File: src/afc_pkg.sv
`timescale 1ns / 1ps
// ----------------------------------------------------------------------------
// afc_pkg
// Shared widths, result codes and binary64 helpers for the compare unit.
// ----------------------------------------------------------------------------
package afc_pkg;

   localparam int unsigned WordWidth    = 64;
   localparam int unsigned ExpWidth     = 11;
   localparam int unsigned FracWidth    = 52;
   localparam int unsigned CsrAddrWidth = 4;

   localparam logic [WordWidth-1:0] ToleranceReset = 64'h3CB0_0000_0000_0000;
   localparam logic [WordWidth-1:0] QuietNan       = 64'h7FF8_0000_0000_0000;

   // register index, taken from paddr[3] (8-byte registers)
   localparam logic RegTolerance = 1'b0;

   localparam logic signed [1:0] OrderGreater = 2'sb01;
   localparam logic signed [1:0] OrderLess    = 2'sb11;
   localparam logic signed [1:0] OrderEqual   = 2'sb00;

   function automatic logic f64_is_nan(input logic [WordWidth-1:0] v);
      return (v[62:52] == 11'h7FF) && (v[51:0] != 52'd0);
   endfunction

   function automatic logic f64_is_inf(input logic [WordWidth-1:0] v);
      return (v[62:52] == 11'h7FF) && (v[51:0] == 52'd0);
   endfunction

   function automatic logic f64_is_zero(input logic [WordWidth-1:0] v);
      return v[62:0] == 63'd0;
   endfunction

   // monotonic unsigned key for ordered (non-NaN) values
   function automatic logic [WordWidth-1:0] f64_order_key(input logic [WordWidth-1:0] v);
      return v[63] ? ~v : {1'b1, v[62:0]};
   endfunction

endpackage

File: src/afc_if.sv
`timescale 1ns / 1ps
// ----------------------------------------------------------------------------
// afc_if
// Valid/ready channels for operand pairs and compare results.
// ----------------------------------------------------------------------------
interface afc_req_if;
   logic        valid;
   logic        ready;
   logic [63:0] first_value;
   logic [63:0] second_value;

   modport source (output valid, first_value, second_value, input ready);
   modport sink   (input valid, first_value, second_value, output ready);
endinterface

interface afc_rsp_if;
   logic              valid;
   logic              ready;
   logic signed [1:0] order;

   modport source (output valid, order, input ready);
   modport sink   (input valid, order, output ready);
endinterface

File: src/afc_sub.sv
`timescale 1ns / 1ps
// ----------------------------------------------------------------------------
// afc_sub
// Four-stage binary64 subtractor, round to nearest even.
// ----------------------------------------------------------------------------
module afc_sub
   import afc_pkg::*;
(
   input  logic                 clock,
   input  logic                 advance,
   input  logic [WordWidth-1:0] a,
   input  logic [WordWidth-1:0] b,
   output logic [WordWidth-1:0] diff
);

   function automatic logic [5:0] lead_zeros56(input logic [55:0] v);
      logic [5:0] n;
      n = 6'd56;
      for (int i = 0; i < 56; i++) begin
         if (v[i]) n = 6'(55 - i);
      end
      return n;
   endfunction

   // stage 1: unpack, order by magnitude
   logic [WordWidth-1:0] y_bits, x_bits, w_bits;
   logic                 swap;
   logic [10:0]          ex, ew;
   logic                 s1_sign_in, s1_sub_in, s1_nan_in, s1_inf_in, s1_isign_in;
   logic [10:0]          s1_exp_in, s1_dexp_in;
   logic [52:0]          s1_sigx_in, s1_sigy_in;

   logic                 s1_sign_ff, s1_sub_ff, s1_nan_ff, s1_inf_ff, s1_isign_ff;
   logic [10:0]          s1_exp_ff, s1_dexp_ff;
   logic [52:0]          s1_sigx_ff, s1_sigy_ff;

   always_comb begin
      y_bits      = {~b[63], b[62:0]};
      swap        = b[62:0] > a[62:0];
      x_bits      = swap ? y_bits : a;
      w_bits      = swap ? a : y_bits;
      ex          = (x_bits[62:52] == 11'd0) ? 11'd1 : x_bits[62:52];
      ew          = (w_bits[62:52] == 11'd0) ? 11'd1 : w_bits[62:52];
      s1_sign_in  = x_bits[63];
      s1_sub_in   = x_bits[63] ^ w_bits[63];
      s1_exp_in   = ex;
      s1_dexp_in  = ex - ew;
      s1_sigx_in  = {x_bits[62:52] != 11'd0, x_bits[51:0]};
      s1_sigy_in  = {w_bits[62:52] != 11'd0, w_bits[51:0]};
      s1_nan_in   = f64_is_nan(a) || f64_is_nan(b) ||
                    (f64_is_inf(a) && f64_is_inf(b) && (a[63] ^ y_bits[63]));
      s1_inf_in   = f64_is_inf(a) || f64_is_inf(b);
      s1_isign_in = f64_is_inf(a) ? a[63] : y_bits[63];
   end

   always_ff @(posedge clock) begin
      if (advance) begin
         s1_sign_ff  <= s1_sign_in;
         s1_sub_ff   <= s1_sub_in;
         s1_exp_ff   <= s1_exp_in;
         s1_dexp_ff  <= s1_dexp_in;
         s1_sigx_ff  <= s1_sigx_in;
         s1_sigy_ff  <= s1_sigy_in;
         s1_nan_ff   <= s1_nan_in;
         s1_inf_ff   <= s1_inf_in;
         s1_isign_ff <= s1_isign_in;
      end
   end

   // stage 2: align smaller operand, add or subtract
   logic [55:0] ext_y, shifted_y, aligned_y;
   logic        sticky;
   logic [56:0] s2_sum_in;

   logic        s2_sign_ff, s2_nan_ff, s2_inf_ff, s2_isign_ff;
   logic [10:0] s2_exp_ff;
   logic [56:0] s2_sum_ff;

   always_comb begin
      ext_y = {s1_sigy_ff, 3'b000};
      if (s1_dexp_ff >= 11'd56) begin
         shifted_y = 56'd0;
         sticky    = ext_y != 56'd0;
      end else begin
         shifted_y = ext_y >> s1_dexp_ff[5:0];
         sticky    = (shifted_y << s1_dexp_ff[5:0]) != ext_y;
      end
      aligned_y = {shifted_y[55:1], shifted_y[0] | sticky};
      if (s1_sub_ff) begin
         s2_sum_in = {1'b0, s1_sigx_ff, 3'b000} - {1'b0, aligned_y};
      end else begin
         s2_sum_in = {1'b0, s1_sigx_ff, 3'b000} + {1'b0, aligned_y};
      end
   end

   always_ff @(posedge clock) begin
      if (advance) begin
         s2_sign_ff  <= s1_sign_ff;
         s2_exp_ff   <= s1_exp_ff;
         s2_sum_ff   <= s2_sum_in;
         s2_nan_ff   <= s1_nan_ff;
         s2_inf_ff   <= s1_inf_ff;
         s2_isign_ff <= s1_isign_ff;
      end
   end

   // stage 3: pick normalizing shift, limited by the subnormal floor
   logic [5:0]  lz;
   logic [5:0]  s3_shift_in;

   logic        s3_sign_ff, s3_nan_ff, s3_inf_ff, s3_isign_ff;
   logic [10:0] s3_exp_ff;
   logic [56:0] s3_sum_ff;
   logic [5:0]  s3_shift_ff;

   always_comb begin
      lz = lead_zeros56(s2_sum_ff[55:0]);
      if ({5'd0, lz} < (s2_exp_ff - 11'd1)) begin
         s3_shift_in = lz;
      end else begin
         s3_shift_in = 6'(s2_exp_ff - 11'd1);
      end
   end

   always_ff @(posedge clock) begin
      if (advance) begin
         s3_sign_ff  <= s2_sign_ff;
         s3_exp_ff   <= s2_exp_ff;
         s3_sum_ff   <= s2_sum_ff;
         s3_shift_ff <= s3_shift_in;
         s3_nan_ff   <= s2_nan_ff;
         s3_inf_ff   <= s2_inf_ff;
         s3_isign_ff <= s2_isign_ff;
      end
   end

   // stage 4: normalize, round, pack
   logic [55:0]          mant;
   logic [11:0]          exp_n;
   logic [10:0]          field;
   logic                 round_up;
   logic [62:0]          packed_mag;
   logic [WordWidth-1:0] diff_in, diff_ff;

   always_comb begin
      if (s3_sum_ff[56]) begin
         mant  = {s3_sum_ff[56:2], s3_sum_ff[1] | s3_sum_ff[0]};
         exp_n = {1'b0, s3_exp_ff} + 12'd1;
      end else begin
         mant  = s3_sum_ff[55:0] << s3_shift_ff;
         exp_n = {1'b0, s3_exp_ff} - {6'd0, s3_shift_ff};
      end
      field      = mant[55] ? exp_n[10:0] : 11'd0;
      round_up   = mant[2] & (mant[1] | mant[0] | mant[3]);
      packed_mag = {field, mant[54:3]} + {62'd0, round_up};
      if (s3_nan_ff) begin
         diff_in = QuietNan;
      end else if (s3_inf_ff) begin
         diff_in = {s3_isign_ff, 11'h7FF, 52'd0};
      end else if (exp_n >= 12'd2047) begin
         diff_in = {s3_sign_ff, 11'h7FF, 52'd0};
      end else begin
         diff_in = {s3_sign_ff, packed_mag};
      end
   end

   always_ff @(posedge clock) begin
      if (advance) begin
         diff_ff <= diff_in;
      end
   end

   assign diff = diff_ff;

endmodule

File: src/afc_scale.sv
`timescale 1ns / 1ps
// ----------------------------------------------------------------------------
// afc_scale
// Four-stage tolerance scaling: delta = tolerance * 2^e, e from the larger
// operand in frexp style, one rounding to nearest even.
// ----------------------------------------------------------------------------
module afc_scale
   import afc_pkg::*;
(
   input  logic                 clock,
   input  logic                 advance,
   input  logic [WordWidth-1:0] a,
   input  logic [WordWidth-1:0] b,
   input  logic [WordWidth-1:0] tolerance,
   output logic [WordWidth-1:0] delta
);

   function automatic logic [5:0] msb52(input logic [51:0] v);
      logic [5:0] p;
      p = 6'd0;
      for (int i = 0; i < 52; i++) begin
         if (v[i]) p = 6'(i);
      end
      return p;
   endfunction

   // stage 1: operand exponent, tolerance unpack
   logic [WordWidth-1:0] chosen;
   logic [5:0]           c_msb, t_msb;
   logic [11:0]          s1_e_in, s1_et_in;
   logic [5:0]           s1_lsh_in;
   logic [52:0]          s1_mant_in;

   logic [11:0]          s1_e_ff, s1_et_ff;
   logic [5:0]           s1_lsh_ff;
   logic [52:0]          s1_mant_ff;
   logic [WordWidth-1:0] s1_tol_ff;

   always_comb begin
      chosen = (!f64_is_nan(a) && !f64_is_nan(b) && (a[62:0] > b[62:0])) ? a : b;
      c_msb  = msb52(chosen[51:0]);
      if (chosen[62:52] == 11'h7FF) begin
         s1_e_in = 12'd0;
      end else if (chosen[62:52] != 11'd0) begin
         s1_e_in = {1'b0, chosen[62:52]} - 12'd1022;
      end else if (chosen[51:0] == 52'd0) begin
         s1_e_in = 12'd0;
      end else begin
         s1_e_in = {6'd0, c_msb} - 12'd1073;
      end

      t_msb = msb52(tolerance[51:0]);
      if (tolerance[62:52] != 11'd0) begin
         s1_et_in   = {1'b0, tolerance[62:52]} - 12'd1023;
         s1_lsh_in  = 6'd0;
         s1_mant_in = {1'b1, tolerance[51:0]};
      end else begin
         s1_et_in   = {6'd0, t_msb} - 12'd1074;
         s1_lsh_in  = 6'd52 - t_msb;
         s1_mant_in = {1'b0, tolerance[51:0]};
      end
   end

   always_ff @(posedge clock) begin
      if (advance) begin
         s1_e_ff    <= s1_e_in;
         s1_et_ff   <= s1_et_in;
         s1_lsh_ff  <= s1_lsh_in;
         s1_mant_ff <= s1_mant_in;
         s1_tol_ff  <= tolerance;
      end
   end

   // stage 2: normalize mantissa, sum exponents
   logic signed [12:0]   s2_exp_in;
   logic signed [12:0]   s2_exp_ff;
   logic [52:0]          s2_mant_ff;
   logic [WordWidth-1:0] s2_tol_ff;

   assign s2_exp_in = $signed({s1_et_ff[11], s1_et_ff}) + $signed({s1_e_ff[11], s1_e_ff});

   always_ff @(posedge clock) begin
      if (advance) begin
         s2_exp_ff  <= s2_exp_in;
         s2_mant_ff <= s1_mant_ff << s1_lsh_ff;
         s2_tol_ff  <= s1_tol_ff;
      end
   end

   // stage 3: special pass-through, overflow, normal or denormalizing shift
   logic signed [12:0]   sh_full;
   logic [5:0]           sh;
   logic [54:0]          ext, shifted;
   logic                 lost;
   logic [WordWidth-1:0] s3_base_in;
   logic                 s3_up_in;

   logic [WordWidth-1:0] s3_base_ff;
   logic                 s3_up_ff;

   always_comb begin
      sh_full = -13'sd1022 - s2_exp_ff;
      sh      = (sh_full > 13'sd55) ? 6'd55 : sh_full[5:0];
      ext     = {s2_mant_ff, 2'b00};
      shifted = ext >> sh;
      lost    = (shifted << sh) != ext;
      s3_up_in = 1'b0;
      if ((s2_tol_ff[62:52] == 11'h7FF) || f64_is_zero(s2_tol_ff)) begin
         s3_base_in = s2_tol_ff;
      end else if (s2_exp_ff > 13'sd1023) begin
         s3_base_in = {s2_tol_ff[63], 11'h7FF, 52'd0};
      end else if (s2_exp_ff >= -13'sd1022) begin
         s3_base_in = {s2_tol_ff[63], 11'(s2_exp_ff + 13'sd1023), s2_mant_ff[51:0]};
      end else begin
         s3_base_in = {s2_tol_ff[63], 11'd0, shifted[53:2]};
         s3_up_in   = shifted[1] & (shifted[0] | lost | shifted[2]);
      end
   end

   always_ff @(posedge clock) begin
      if (advance) begin
         s3_base_ff <= s3_base_in;
         s3_up_ff   <= s3_up_in;
      end
   end

   // stage 4: apply rounding increment (a carry lands in the exponent field)
   logic [WordWidth-1:0] delta_ff;

   always_ff @(posedge clock) begin
      if (advance) begin
         delta_ff <= {s3_base_ff[63], s3_base_ff[62:0] + {62'd0, s3_up_ff}};
      end
   end

   assign delta = delta_ff;

endmodule

File: src/approximate_float_compare_unit.sv
`timescale 1ns / 1ps
// ----------------------------------------------------------------------------
// approximate_float_compare_unit
// Relative-tolerance three-way compare of two binary64 values.
// ----------------------------------------------------------------------------
//
//   channel  | direction | handshake        | payload
//   ---------+-----------+------------------+------------------------------
//   req_if   | in        | valid / ready    | first_value, second_value
//   rsp_if   | out       | valid / ready    | order (+1, -1, 0)
//   csr_*    | in        | APB, pready = 1  | tolerance (64 bits, addr 0)
//
// One transaction is accepted per cycle unless the output stalls; each
// result passes the input register, four stages in the subtractor and
// scaler, and the result register. Throughput is set by that pipeline.
// A stalled result freezes the whole pipeline, so req_if.ready drops only
// while a result waits and the consumer holds ready low.
// Reset clears the stage valid bits and loads tolerance with two to the
// minus fifty-two; there is no clearing pass.
//
module approximate_float_compare_unit
   import afc_pkg::*;
(
   input  logic                    clock,
   input  logic                    reset,
   afc_req_if.sink                 req_if,
   afc_rsp_if.source               rsp_if,
   input  logic                    csr_psel,
   input  logic                    csr_penable,
   input  logic                    csr_pwrite,
   input  logic [CsrAddrWidth-1:0] csr_paddr,
   input  logic [WordWidth-1:0]    csr_pwdata,
   output logic [WordWidth-1:0]    csr_prdata,
   output logic                    csr_pready
);

   // ---------------------------------------------------------------- config
   logic [WordWidth-1:0] tolerance_ff;
   logic                 csr_write;

   assign csr_pready = 1'b1;
   assign csr_write  = csr_psel && csr_penable && csr_pwrite && csr_pready;

   // paddr[2:0] is the byte offset inside the 8-byte register
   always_ff @(posedge clock) begin
      if (reset) begin
         tolerance_ff <= ToleranceReset;
      end else if (csr_write && (csr_paddr[3] == RegTolerance)) begin
         tolerance_ff <= csr_pwdata;
      end
   end

   assign csr_prdata = (csr_paddr[3] == RegTolerance) ? tolerance_ff : '0;

   // ------------------------------------------------------------- pipeline
   // Advance every stage together unless a result is held at the output.
   logic advance;
   logic rsp_valid_ff;

   assign advance      = !rsp_valid_ff || rsp_if.ready;
   assign req_if.ready = advance;

   // input register
   logic                 in_valid_ff;
   logic [WordWidth-1:0] a_ff, b_ff, tol_ff;

   always_ff @(posedge clock) begin
      if (advance) begin
         a_ff   <= req_if.first_value;
         b_ff   <= req_if.second_value;
         tol_ff <= tolerance_ff;
      end
   end

   // valid bits for the four arithmetic stages
   logic [3:0] stage_valid_ff;

   always_ff @(posedge clock) begin
      if (reset) begin
         in_valid_ff    <= 1'b0;
         stage_valid_ff <= '0;
         rsp_valid_ff   <= 1'b0;
      end else if (advance) begin
         in_valid_ff    <= req_if.valid;
         stage_valid_ff <= {stage_valid_ff[2:0], in_valid_ff};
         rsp_valid_ff   <= stage_valid_ff[3];
      end
   end

   // rounded difference first - second
   logic [WordWidth-1:0] diff;

   afc_sub u_sub (
      .clock   (clock),
      .advance (advance),
      .a       (a_ff),
      .b       (b_ff),
      .diff    (diff)
   );

   // tolerance scaled to the larger operand
   logic [WordWidth-1:0] delta;

   afc_scale u_scale (
      .clock     (clock),
      .advance   (advance),
      .a         (a_ff),
      .b         (b_ff),
      .tolerance (tol_ff),
      .delta     (delta)
   );

   // ---------------------------------------------------------------- compare
   // NaN on either side fails both tests; signed zeros compare equal.
   logic [WordWidth-1:0] neg_delta;
   logic                 ordered_hi, ordered_lo;
   logic                 greater, less;
   logic signed [1:0]    order_in, order_ff;

   always_comb begin
      neg_delta  = {~delta[63], delta[62:0]};
      ordered_hi = !f64_is_nan(diff) && !f64_is_nan(delta) &&
                   !(f64_is_zero(diff) && f64_is_zero(delta));
      ordered_lo = !f64_is_nan(diff) && !f64_is_nan(delta) &&
                   !(f64_is_zero(diff) && f64_is_zero(delta));
      greater    = ordered_hi && (f64_order_key(diff) > f64_order_key(delta));
      less       = ordered_lo && (f64_order_key(diff) < f64_order_key(neg_delta));
      priority if (greater) begin
         order_in = OrderGreater;
      end else if (less) begin
         order_in = OrderLess;
      end else begin
         order_in = OrderEqual;
      end
   end

   // result register
   always_ff @(posedge clock) begin
      if (advance) begin
         order_ff <= order_in;
      end
   end

   assign rsp_if.valid = rsp_valid_ff;
   assign rsp_if.order = order_ff;

endmodule

File: src/flat_wrapper.sv
// flat-port wrapper written by rule: the top's interface ports become plain ports
module approximate_float_compare_unit_flat import afc_pkg::*;
  (clock, reset, csr_psel, csr_penable, csr_pwrite, csr_paddr, csr_pwdata, csr_prdata, csr_pready, req_if_valid, req_if_first_value, req_if_second_value, req_if_ready, rsp_if_valid, rsp_if_order, rsp_if_ready);
  afc_req_if req_if_i ();
  afc_rsp_if rsp_if_i ();
  input  logic clock;
  input  logic reset;
  input  logic csr_psel;
  input  logic csr_penable;
  input  logic csr_pwrite;
  input  logic [CsrAddrWidth-1:0] csr_paddr;
  input  logic [WordWidth-1:0] csr_pwdata;
  output logic [WordWidth-1:0] csr_prdata;
  output logic csr_pready;
  input wire logic [$bits(req_if_i.valid)-1:0] req_if_valid;
  input wire logic [$bits(req_if_i.first_value)-1:0] req_if_first_value;
  input wire logic [$bits(req_if_i.second_value)-1:0] req_if_second_value;
  output wire logic [$bits(req_if_i.ready)-1:0] req_if_ready;
  output wire logic [$bits(rsp_if_i.valid)-1:0] rsp_if_valid;
  output wire logic [$bits(rsp_if_i.order)-1:0] rsp_if_order;
  input wire logic [$bits(rsp_if_i.ready)-1:0] rsp_if_ready;
  assign req_if_i.valid = req_if_valid;
  assign req_if_i.first_value = req_if_first_value;
  assign req_if_i.second_value = req_if_second_value;
  assign req_if_ready = req_if_i.ready;
  assign rsp_if_valid = rsp_if_i.valid;
  assign rsp_if_order = rsp_if_i.order;
  assign rsp_if_i.ready = rsp_if_ready;
  approximate_float_compare_unit u_core (.clock(clock), .reset(reset), .req_if(req_if_i), .rsp_if(rsp_if_i), .csr_psel(csr_psel), .csr_penable(csr_penable), .csr_pwrite(csr_pwrite), .csr_paddr(csr_paddr), .csr_pwdata(csr_pwdata), .csr_prdata(csr_prdata), .csr_pready(csr_pready));
endmodule
File: config.mk
export PLATFORM = sky130hd
export DESIGN_NAME = approximate_float_compare_unit_flat
export DESIGN_NICKNAME = d
export VERILOG_FILES = /design/src/afc_pkg.sv /design/src/afc_if.sv /design/src/afc_sub.sv /design/src/afc_scale.sv /design/src/approximate_float_compare_unit.sv /design/src/flat_wrapper.sv
export SDC_FILE = /design/constraint.sdc
export NUM_CORES = 2
export LEC_CHECK = 0
export BUFFER_PORTS_ARGS = -buffer_cell sky130_fd_sc_hd__buf_2
export CAP_MARGIN = 20
export CORE_UTILIZATION = 70
export CTS_BUF_LIST = sky130_fd_sc_hd__clkbuf_8
export DETAILED_ROUTE_END_ITERATION = 6
export GPL_TIMING_DRIVEN = 0
export PLACE_DENSITY_LB_ADDON = 0.25
export SLEW_MARGIN = 20
export SYNTH_ARGS = -nofsm -noshare
export SYNTH_HDL_FRONTEND = slang
export SYNTH_SLANG_ARGS = --single-unit
File: constraint.sdc
create_clock -name clock -period 49 [get_ports clock]
set_clock_uncertainty 0.15 [all_clocks]
set_input_delay 2.45 -clock clock [delete_from_list [all_inputs] [get_ports clock]]
set_output_delay 2.45 -clock clock [all_outputs]
set_load 0.05 [all_outputs]
==> impl_metrics.py, run 1 <==
metrics = {
    "logic_synthesis": {
        "yosys.area_share.adder_pct": 5.782,
        "synth_compound_gate_area_share_pct": 21.07,
        "synth_async_sr_flop_share_pct": 0,
        "yosys.area_share.simple_pct": 17.55,
        "synthTopCellsByArea": "sky130_fd_sc_hd__edfxtp_1 35%, sky130_fd_sc_hd__ha_1 5.7%, sky130_fd_sc_hd__nand2_1 4.8%",
        "synth_enable_flop_cells": 895,
        "netlist-cell-type-count": 119,
        "syn_nets": 9192,
        "mappedNetlistArea_mm2": 0.07777,
        "main_combinational_cell_family_by_area_after_synthesis": "compound AO/OA/AOI/OAI gates",
        "synth_xor_xnor_area_share_pct": 4.199,
        "synth_largest_type_area_fraction_pct": 34.56,
        "avgSynthCellArea_um2": 9.010,
        "synth_sequential_area_ratio_pct": 36.36,
        "synth_cells": 8632,
        "muxShareOfSynthArea_pct": 10.27,
        "ys_warn_count": 0,
        "synth_area_leader_cell": "sky130_fd_sc_hd__edfxtp_1",
        "ys_seq_elements": 965,
        "synthFlopType": "sky130_fd_sc_hd__edfxtp_1",
    },
    "placed_design": {
        "dpl.hpwl_um": 239800,
        "port_buffers": 266,
        "gpl_congestion": 1.658,
    },
    "global_route": {
        "grt.overflow.total": 164,
        "first_global_vias": 85550,
        "grt_pass1_wl_um": 545900,
        "pin_count_of_the_biggest_net_entering_global_routing": 127,
        "track_usage_pct": 66.15,
    },
    "clock_network": {
        "htreeDepth": 4,
        "hold_fix_buffers_at_cts": 0,
        "cts.root.buffer_cell": "sky130_fd_sc_hd__clkbuf_8",
        "post_cts_resized": 0,
        "cts-buffers-inserted": 154,
        "postCtsSetupRepairBufs": 0,
        "cts_buffer_depth": 3,
        "cts.sink_count": 965,
    },
    "floorplanning": {
        "die_w_um": 335.3,
        "initial_core_util_pct": 71.05,
        "io_pins": 272,
        "rows": 121,
        "die_h_um": 335.3,
    },
    "outcome": {
        "lastStage": "global routing (5_1_grt)",
        "run.stop_error": "[ERROR GRT-0116] Global routing finished with congestion. Check the congestion regions in the DRC Viewer.",
        "status": "stopped before the end",
    },
}
==> synth_stat cells (all sizes together), types with 163 or more instances <==
| master | n |
|---|---|
| nand3 | 198 |
| a21oi | 612 |
| xnor2 | 163 |
| nor4 | 163 |
| ha | 353 |
| xor2 | 209 |
| buf | 164 |
| nor3 | 200 |
| clkbuf | 383 |
| mux2i | 341 |
| edfxtp | 895 |
| nand2 | 993 |
| nor2 | 734 |
| inv | 369 |
| o21ai | 573 |
==> metrics by stage <==
stage                     hold WS (ps)  cells  setup slack (ps)  utilization (%)  cell area (µm²)
after CTS                        264.5  10650             38550            77.08            84370
after global placement           250.5  10370             19500            73.96            80950
after floorplan                  250.3   8632             26290                -            77770
after detailed placement         254.5  10380             38620            74.18            81200
==> logic make-up after synthesis <==
family | Yosys count
muxes | 612
and+or+nand+nor | 2922
adders and majority gates | 357
buffers and inverters | 923
AOI/OAI and AO/OA | 2480
DFF | 965
other | 1
xor gates and xnor gates | 372
==> metal layers <==
metal	GRT overflow	GRT usage, %
met2	47	81.16
met4	57	52.92
met3	39	53.94
met5	5	27.10
met1	16	69.83
==> run 2, diff against run 1 <==
--- a/config.mk
+++ b/config.mk
@@ -7,11 +7,10 @@
 export LEC_CHECK = 0
 export BUFFER_PORTS_ARGS = -buffer_cell sky130_fd_sc_hd__buf_2
 export CAP_MARGIN = 20
-export CORE_UTILIZATION = 70
-export CTS_BUF_LIST = sky130_fd_sc_hd__clkbuf_8
+export CORE_UTILIZATION = 40
 export DETAILED_ROUTE_END_ITERATION = 6
 export GPL_TIMING_DRIVEN = 0
-export PLACE_DENSITY_LB_ADDON = 0.25
+export PLACE_DENSITY_LB_ADDON = 0.15
 export SLEW_MARGIN = 20
 export SYNTH_ARGS = -nofsm -noshare
 export SYNTH_HDL_FRONTEND = slang
==> run 2 against run 1 <==
  * Synthesized cell count unchanged
  * Area after synthesis unchanged
  * The flow now finishes, with violations (DRC)
==> impl_metrics.py, run 2 <==
metrics = {
    "clock_network": {
        "cts.sink_count": 965,
        "post_cts_resized": 0,
        "cts.root.buffer_cell": "sky130_fd_sc_hd__clkbuf_16",
        "clkLatencyLatePin_ps": 820,
        "cts-buffers-inserted": 100,
        "htreeDepth": 3,
        "clk_pin_slew_worst_paths_ps": 60,
        "tritoncts": "yes",
        "cts_buffer_depth": 3,
        "hold_fix_buffers_at_cts": 0,
        "postCtsSetupRepairBufs": 0,
    },
    "logic_synthesis": {
        "synth_cells": 8632,
        "synth_largest_type_area_fraction_pct": 34.56,
        "synth_compound_gate_area_share_pct": 21.07,
        "ys_seq_elements": 965,
        "synth_area_leader_cell": "sky130_fd_sc_hd__edfxtp_1",
        "yosys-top-cells-count": "991 x sky130_fd_sc_hd__nand2_1, 895 x sky130_fd_sc_hd__edfxtp_1, 733 x sky130_fd_sc_hd__nor2_1",
        "synth_enable_flop_cells": 895,
        "ys_warn_count": 0,
        "netlist-cell-type-count": 119,
        "yosys.area_share.simple_pct": 17.55,
        "synthFlopType": "sky130_fd_sc_hd__edfxtp_1",
        "main_combinational_cell_family_by_area_after_synthesis": "compound AO/OA/AOI/OAI gates",
        "avgSynthCellArea_um2": 9.010,
        "synth_sequential_area_ratio_pct": 36.36,
        "syn_nets": 9192,
        "mappedNetlistArea_mm2": 0.07777,
        "synth_async_sr_flop_share_pct": 0,
        "yosys.area_share.adder_pct": 5.782,
        "synthTopCellsByArea": "sky130_fd_sc_hd__edfxtp_1 35%, sky130_fd_sc_hd__ha_1 5.7%, sky130_fd_sc_hd__nand2_1 4.8%",
        "synth_xor_xnor_area_share_pct": 4.199,
        "muxShareOfSynthArea_pct": 10.27,
        "yosys.cell_count.top_type": "sky130_fd_sc_hd__nand2_1",
    },
    "sta": {
        "max_slew.worst_pin.slew_ps": 1373,
        "timing.fmax_mhz": 74.79,
        "worst_slew_margin_rel_pct": 8.459,
        "setup_repair_after_global_routing_missed_its_margin": "no",
        "fin_crit_sh_pct": 27.29,
        "final_period_minus_worst_setup_slack_ps": 13370,
        "setup_violations": 0,
        "setup_total_neg_slack_ps": 0,
        "slew_viol_final": 0,
        "timing_hold_violations_final": 0,
        "timing.hold.ws_ps": 255.7,
        "post-route-worst-setup-slack_ps": 35630,
    },
    "global_route": {
        "grt_antenna_before_repair": 44,
        "grt.overflow.total": 0,
        "track_usage_pct": 44.62,
        "grt_pass1_wl_um": 615100,
        "first_global_vias": 75570,
        "pin_count_of_the_biggest_net_entering_global_routing": 123,
    },
    "layout": {
        "multi_input_comb_area_mm2": 0.04602,
        "cell_count_final_fillers_out": 11690,
        "nFillCells": 18390,
        "mostFrequentLayoutCells": "991 x sky130_fd_sc_hd__nand2_1, 895 x sky130_fd_sc_hd__edfxtp_1, 727 x sky130_fd_sc_hd__nor2_1",
        "layout.cells.most_common": "sky130_fd_sc_hd__nand2_1",
        "sequential_cell_area_mm2": 0.02828,
        "finalNetCount": 9601,
        "layout-area-overhead-vs-synth_pct": 11.28,
        "post_route_cells_drive_above_1_share_pct": 11.10,
    },
    "floorplanning": {
        "coreArea_mm2": 0.1928,
        "io_pins": 272,
        "die_h_um": 442.9,
        "dieArea_mm2": 0.1962,
        "rows": 161,
        "initial_core_util_pct": 40.34,
        "die_w_um": 442.9,
    },
    "routing": {
        "wirelength_routed_um": 455000,
        "antenna_left": 0,
        "post-route-drc-count": 27,
        "routed_wire_length_per_instance_um": 38.93,
        "drt_iter0_markers": 12520,
        "via_count_of_the_routed_design": 81370,
        "firstDrtPassIters": 7,
        "post_drt_via_cell_ratio": 6.962,
    },
    "worst_setup_path": {
        "critical_path.endpoint_type": "flop",
        "critical-path-slowest-cell": "sky130_fd_sc_hd__a211oi_1",
        "worst_r2r_startpoint": "u_core.u_sub.s1_dexp_ff[1]",
        "critical_path_required_ps": 49340,
        "setup.worst_path.start_class": "flop",
        "path_max_fanout": 10,
        "worstSetupStartpoint": "u_core.u_sub.s1_dexp_ff[1]",
        "setup.worst_path.class": "flop to flop",
        "critPathMaxStageDelay_ps": 1060,
        "critPathArrivalTime_ps": 13710,
    },
    "outcome": {
        "failing_checks": "DRC",
        "status": "complete, but fails checks",
    },
    "hold_path": {
        "hold_start": "u_core.tolerance_ff[60]",
        "timing.hold.worst.class": "flop to flop",
    },
    "placed_design": {
        "numPlacedInstances": 11460,
        "port_buffers": 266,
        "place_ws_ps": 36720,
        "gpl_congestion": 1.165,
        "dpl.hpwl_um": 360500,
    },
    "power_and_ir_drop": {
        "powerDensity_mw_per_mm2": 67.78,
        "p_leak_nw": 34.01,
        "max-vdd-ir-drop_mv": 0.03244,
        "pnr_total_power_mw": 5.866,
    },
    "flow_run": {
        "max_cap_violations": 0,
    },
}
-- run 2: power by group --
group	switching, mW	total, mW	internal, mW
clock network	0.349	0.795	0.445
logic	2.82	3.82	1.00
registers	0.188	1.25	1.06
total	3.36	5.87	2.51
-- run 2: worst max-delay path: cells and delay by family, from the launching register on --
kind | cells | cell delay, ps
AOI/OAI and AO/OA | 17 | 5120
adders and majority gates | 1 | 360
buffers and inverters | 9 | 6170
DFF | 1 | 340
muxes | 1 | 240
and+or+nand+nor | 5 | 630
-- run 2: worst paths after layout --
kind	end	slack [ps]	cells after the start
max	u_core.u_sub.s2_sum_ff[53]	35630	33
min	u_core.tol_ff[60]	260	0
max reg2reg	u_core.u_sub.s2_sum_ff[53]	35630	33
min reg2reg	u_core.tol_ff[60]	260	0
-- run 2: layout make-up --
class                   count  area share (%)
inverters                 376           1.639
multi-input cells        6744           53.17
clock inverters            65          0.9483
plain buffers             547           2.680
diodes                     36          0.1041
repair buffers            307           2.079
flip-flops and latches    965           32.67
well taps                2526           3.652
clock buffers             121           3.055
-- run 2: kinds of logic after synthesis --
group,count (synthesis)
and+or+nand+nor,2922
AOI/OAI and AO/OA,2480
DFF,965
buffers and inverters,923
muxes,612
xor gates and xnor gates,372
adders and majority gates,357
other,1
-- run 2: metrics by stage --
step | util (%) | area, µm²
4_1_cts | 44.82 | 86410
2_1_floorplan | - | 77770
3_5_place_dp | 43.02 | 82940
3_3_place_gp | 42.67 | 82270
6_report | 44.90 | 86550
5_1_grt | 44.87 | 86500
-- run 2: layer usage --
layer	share of wire (%)	wire length (µm)	global-route usage (%)
met5	0.041	188	1.026
met4	6.4	29040	23.66
met2	40	180500	61.98
met1	39	177700	56.88
met3	15	67500	20.87
No activity file was read; power rests on OpenSTA's default activity.
